## src/design/pit_pkg.sv

```systemverilog
`timescale 1ns / 1ps

package pit_pkg;

    localparam int MUL_CW  = 32;
    localparam int LATENCY = 10;
    localparam int REL_W   = 16;
    localparam int MIN_W   = 32;
    localparam int CFG_IW  = 2;
    localparam int CFG_DW  = 32;

    typedef enum logic [1:0] {
        ST_OK        = 2'd0,
        ST_COLLINEAR = 2'd1,
        ST_SMALL     = 2'd2
    } t_status;

    typedef enum logic [CFG_IW-1:0] {
        CFG_REL_TOL = 2'd0,
        CFG_MIN_NSQ = 2'd1
    } t_cfg_idx;

endpackage

```

## src/design/pit_mul.sv

```systemverilog
`timescale 1ns / 1ps

module pit_mul #(
    parameter int AW = 25,
    parameter int BW = 25
) (
    input  logic                 i_clk,
    input  logic                 i_en,
    input  logic signed [AW-1:0] i_a,
    input  logic signed [BW-1:0] i_b,
    output logic [AW+BW-1:0]     o_p
);
    import pit_pkg::*;

    localparam int KA   = (AW + MUL_CW - 1) / MUL_CW;
    localparam int KB   = (BW + MUL_CW - 1) / MUL_CW;
    localparam int EAW  = KA * MUL_CW;
    localparam int EBW  = KB * MUL_CW;
    localparam int SUMW = EAW + EBW + 2;
    localparam int PPW  = 2 * MUL_CW + 2;

    logic signed [EAW-1:0]  w_a;
    logic signed [EBW-1:0]  w_b;
    logic signed [PPW-1:0]  r_pp [KA*KB];
    logic signed [SUMW-1:0] n_sum;
    logic [AW+BW-1:0]       r_p;

    assign w_a = EAW'(i_a);
    assign w_b = EBW'(i_b);

    // lower chunks are unsigned, the top chunk carries the sign
    for (genvar ia = 0; ia < KA; ia++) begin : g_a
        for (genvar ib = 0; ib < KB; ib++) begin : g_b
            logic signed [MUL_CW:0] w_ao;
            logic signed [MUL_CW:0] w_bo;
            assign w_ao = {(ia == KA - 1) ? w_a[(ia+1)*MUL_CW-1] : 1'b0,
                           w_a[ia*MUL_CW +: MUL_CW]};
            assign w_bo = {(ib == KB - 1) ? w_b[(ib+1)*MUL_CW-1] : 1'b0,
                           w_b[ib*MUL_CW +: MUL_CW]};
            always_ff @(posedge i_clk) begin
                if (i_en) begin
                    r_pp[ia*KB+ib] <= w_ao * w_bo;
                end
            end
        end
    end

    always_comb begin
        n_sum = '0;
        for (int k = 0; k < KA * KB; k++) begin
            n_sum = n_sum + (SUMW'(r_pp[k]) <<< (((k / KB) + (k % KB)) * MUL_CW));
        end
    end

    always_ff @(posedge i_clk) begin
        if (i_en) begin
            r_p <= n_sum[AW+BW-1:0];
        end
    end

    assign o_p = r_p;

endmodule

```

## config.mk

```make
export PLATFORM = sky130hd
export DESIGN_NAME = pit_mul
export DESIGN_NICKNAME = d
export VERILOG_FILES = /design/src/design/pit_pkg.sv /design/src/design/pit_mul.sv
export SDC_FILE = /design/constraint.sdc
export NUM_CORES = 2
export LEC_CHECK = 0
export BUFFER_PORTS_ARGS = -buffer_cell sky130_fd_sc_hd__buf_2
export CAP_MARGIN = 30
export CORE_ASPECT_RATIO = 0.75
export CORE_MARGIN = 3
export CORE_UTILIZATION = 60
export CTS_CLUSTER_SIZE = 12
export DETAILED_ROUTE_END_ITERATION = 10
export PLACE_DENSITY = 0.78
export REMOVE_ABC_BUFFERS = 1
export SYNTH_ARGS = -nofsm -noshare
export SYNTH_HDL_FRONTEND = slang
export SYNTH_SLANG_ARGS = --single-unit
```

## constraint.sdc

```tcl
create_clock -name i_clk -period 10.99 [get_ports i_clk]
set_input_delay 1.6485 -clock i_clk [delete_from_list [all_inputs] [get_ports i_clk]]
set_output_delay 1.6485 -clock i_clk [all_outputs]
set_load 0.01 [all_outputs]
```

======== After elaboration in Yosys (flattened, before gate mapping) ========
Memories as Yosys holds them, arrays and structs flattened. A register that Yosys moved wholly into a read port is not among the register bits.
Cells that the tools add are included.
operators by class
  multiply operators ...................... 1
  muxes and demuxes ....................... 2
operators with widths
  operator                      number
  multiplier 25 x 25 -> 50 bit  1
  two-way mux 1 bit             2
word-level totals
  register bits after elaboration ......... 0
  input bits .............................. 52
  memories ................................ 1
  word-level logic and storage cells ...... 4
  output and inout bits ................... 50
  memory bits (writable) .................. 66
memories
  name  words  width  rd ports  clocked after memory_dff  wr ports  RTL line       source
  r_pp  1      66     1         1                         1         pit_mul.sv:24  logic signed [PPW-1:0] r_pp [KA*KB];

======== Longest topological paths before layout ========
  word-level depth ........................ 2
  gate-level depth with buffers ........... 27
  mapped depth without buffers ............ 24

======== Worst setup path after synthesis ========
OpenSTA, ideal clock, no wires.
  path kind ............................... input-to-reg
  start point ............................. in i_a[24]
  end point ............................... mem r_pp[0][64] in the netlist's numbering (data pin)
  data required time ...................... 10734 ps
  path buffers ............................ 2
  slack ................................... 2222 ps
  arrival time ............................ 8513 ps
  stages on the path ...................... 23
  path through ............................ clkbuf_1 nand2_1 inv_1 fa_1 inv_1 fa_1 inv_1 fa_1 inv_1 fa_1 fa_1 fa_1 fa_1 inv_1 ha_1 clkbuf_1 and4_1 and3_4 a21boi_0 a41oi_2 a41oi_2 or4_1 and4_1
between the ends
  cells in the longest elaborated chain, start to end .. 1
ends and longest elaborated chain
  element                       RTL line       source
  from (decl)                   pit_mul.sv:9   input logic signed [AW-1:0] i_a,
  multiplier 25 x 25 -> 50 bit  pit_mul.sv:42  r_pp[ia*KB+ib] <= w_ao * w_bo;
  to (decl)                     pit_mul.sv:24
Every way passes these cells.

======== Final worst setup path ========
  start point ............................. in i_b[1]
  end point ............................... mem r_pp[0][64] in the netlist's numbering (data pin)
between the ends
  cells in the longest elaborated chain, start to end .. 1
ends and longest elaborated chain
  element                       RTL line       source
  from (decl)                   pit_mul.sv:10  input logic signed [BW-1:0] i_b,
  multiplier 25 x 25 -> 50 bit  pit_mul.sv:42
Every way passes these cells.

==> qor.yml <==
run_status:
  status: "complete, no violations"
clock_network:
  clkLatencyLatePin_ns: 0.32
  root_buffer: "clkbuf_16"
  clock_path_buffers: 2
  cts_tree: "yes"
  cts.clk_slew.worst_paths_ns: 0.07
  clock-sinks: 100
  numCtsBuffers: 9
  cts_setup_buffers: 0
  post_cts_resized: 0
  h-tree-depth: 3
  cts_hold_buf: 0
layout:
  layout-drive-gt1-share: 0.0504
  finalNetCount: 3522
  area_delta_synth_final_pct: 4.39
  post-route-util: 0.644
  fin_area_mm2: 0.0275
synth:
  synthArstFlopShare: 0
  synthMuxAreaShare: 0.00119
  ys_seq_elements: 100
  ys_top_cells_by_area: "fa_1, edfxtp_1, inv_1"
  yosys.area_share.simple: 0.145
  synth-adder-area-share: 0.567
  syn_area_per_cell_um2: 9.88
  synth_top_family_by_area: "adder cells"
  synth_edf_count: 100
  yosys.area.top_type: "fa_1"
  yosys_most_used_dff: "edfxtp_1"
  synthCells: 2666
  ys_warn_count: 0
  synth_area_mm2: 0.0263
  synth_most_common_cell: "inv_1"
  synth_common_cells: "inv_1, fa_1, and2_1, nand2_1, ha_1"
  synth_top_area_share: 0.500
  synth_compound_area_frac: 0.0386
  netlist-cell-type-count: 59
  synth_xor_area_frac: 0.0183
  ys_seq_area_frac: 0.114
die:
  ioPinCount: 102
  die_area_mm2: 0.0465
  die_w_um: 248
  core_mm2: 0.0427
  initial_core_util: 0.617
  rows: 65
  die_y_um: 187
global_route:
  grt_pass1_vias: 19909
  grt_first_pass_wirelength_mm: 107
  track_usage: 0.301
  grt_max_degree: 82
  grt_overflow: 0
  antenna_found_initial: 1
sta:
  max_freq_mhz: 108
  maxSlewHeadroom: 0.427
  setup-tns-final_ns: 0
  rsz0062_at_grt: "false"
  clock_skew_ns: 0.00591
  final_max_slew_viol_count: 0
  setup_viol: 0
  worst_pin_slew_ns: 0.859
  hold_viol: 0
  fin_crit_sh: 0.840
  fin_crit_ns: 9.23
worst_setup_path:
  cp.required_ns: 11.08
  crit_path_start_kind: "primary input"
  crit_fanout: 25
  cpMaxStageDelayCell: "fa_1"
  crit_path_end_kind: "register"
  arrival_ns: 9.32
  max_stage_delay_ns: 0.97
  crit_type: "in2reg"
  crit_chain: "buf_2 -> nand2_1 -> inv_1 -> fa_1 -> inv_1 -> fa_1 -> inv_1 -> fa_1 -> inv_1 -> fa_1 -> inv_1 -> fa_1 -> fa_1 -> inv_1 -> fa_1 -> inv_1 -> ha_1 -> and3_1 -> and3_4 -> a21boi_0 -> a41oi_2 -> a41oi_2 -> or4_1 -> and4_1"
place:
  placed_area_mm2: 0.0272
  dp_hpwl_mm: 53.2
  portBuffers: 101
  gp_congestion: 1.02
routing:
  vias_per_cell: 5.60
  antenna_left: 0
  drc: 0
  wl_per_cell_um: 20.6
  vias: 18182
  drt-pass1-iter-count: 6
  wirelength_mm: 66.8
  drt_first_iter_violations: 1721
hold_path:
  hold_class: "reg2reg"
flow_run:
  maxCapViolCount: 0
[cell usage in the layout (no fill, tap or decap), types with 9 or more instances in the layout]
| master | count |
|---|---|
| inv_1 | 702 |
| fa_1 | 658 |
| and2_1 | 318 |
| nand2_1 | 315 |
| ha_1 | 141 |
| buf_2 | 100 |
| edfxtp_1 | 100 |
| a21oi_1 | 51 |
| xnor2_1 | 40 |
| a21o_1 | 23 |
| nor2_1 | 22 |
| nor2b_1 | 19 |
| o21ai_0 | 19 |
| xor2_1 | 15 |
| nand2b_1 | 15 |
| nand3_1 | 13 |
| nand4_1 | 9 |
| nor3_1 | 9 |
| clkbuf_16 | 9 |
[layer usage]
metal / track usage / share of wire
met1: 0.438 / 0.41
met2: 0.404 / 0.40
met3: 0.147 / 0.17
met4: 0.0745 / 0.022
met5: 0.0147 / 0.0013
[sequential cells by signal (all words and copies together) (netlist names)]
| signal | flops |
|---|---|
| n_sum | 1 |
| r_pp | 50 |
| o_p | 49 |
[final timing paths]
kind / from / to / slack, ns / cells past startpoint
setup reg to reg: r_pp[0][35] / o_p[35] / 10.35 / 0
hold / removal: r_pp[0][5] / o_p[5] / 0.42 / 0
setup / recovery: i_b[1] / r_pp[0][64] / 1.76 / 24
hold reg to reg: r_pp[0][5] / o_p[5] / 0.42 / 0
[cells by family (layout without fill, tap and decap cells)]
kind of cell               count (synthesis)  in the layout
buffers and inverters                    814            824
muxes                                      3              3
AOI/OAI and AO/OA                        150            150
other                                      0              1
xor gates and xnor gates                  55             55
DFF                                      100            100
and+or+nand+nor                          745            745
adders and majority gates                799            799
[layout make-up]
type	instances	area [um2]
Timing Repair Buffer	106	566
Multi-Input combinational cell	1752	20300
Fill cell	3372	15200
Antenna cell	1	2.50
Sequential cell	100	3000
Clock inverter	7	73.8
Clock buffer	9	225
Inverter	702	2640
Tap cell	569	712
[through the flow]
step | worst slack, ns | instances | hold slack, ns
finish | 1.76 | 3246 | 0.417
global route | 1.36 | 3245 | 0.423
CTS | 1.78 | 3245 | 0.418
detailed placement | 1.42 | 3229 | 0.405
global placement | 1.59 | 3228 | 0.404
floorplan | 2.50 | 2554 | 0.400
[critical path: cells and delay by family]
family | cells | cell delay [ns]
adder cells (fa/ha/maj) | 8 | 4.69
AO/OA/AOI/OAI | 3 | 0.62
buffers and inverters | 8 | 1.01
AND/OR/NAND/NOR | 5 | 1.33
Power is not shown: default switching activity piles up to over one toggle a cycle in this logic, so the estimate is an artifact.
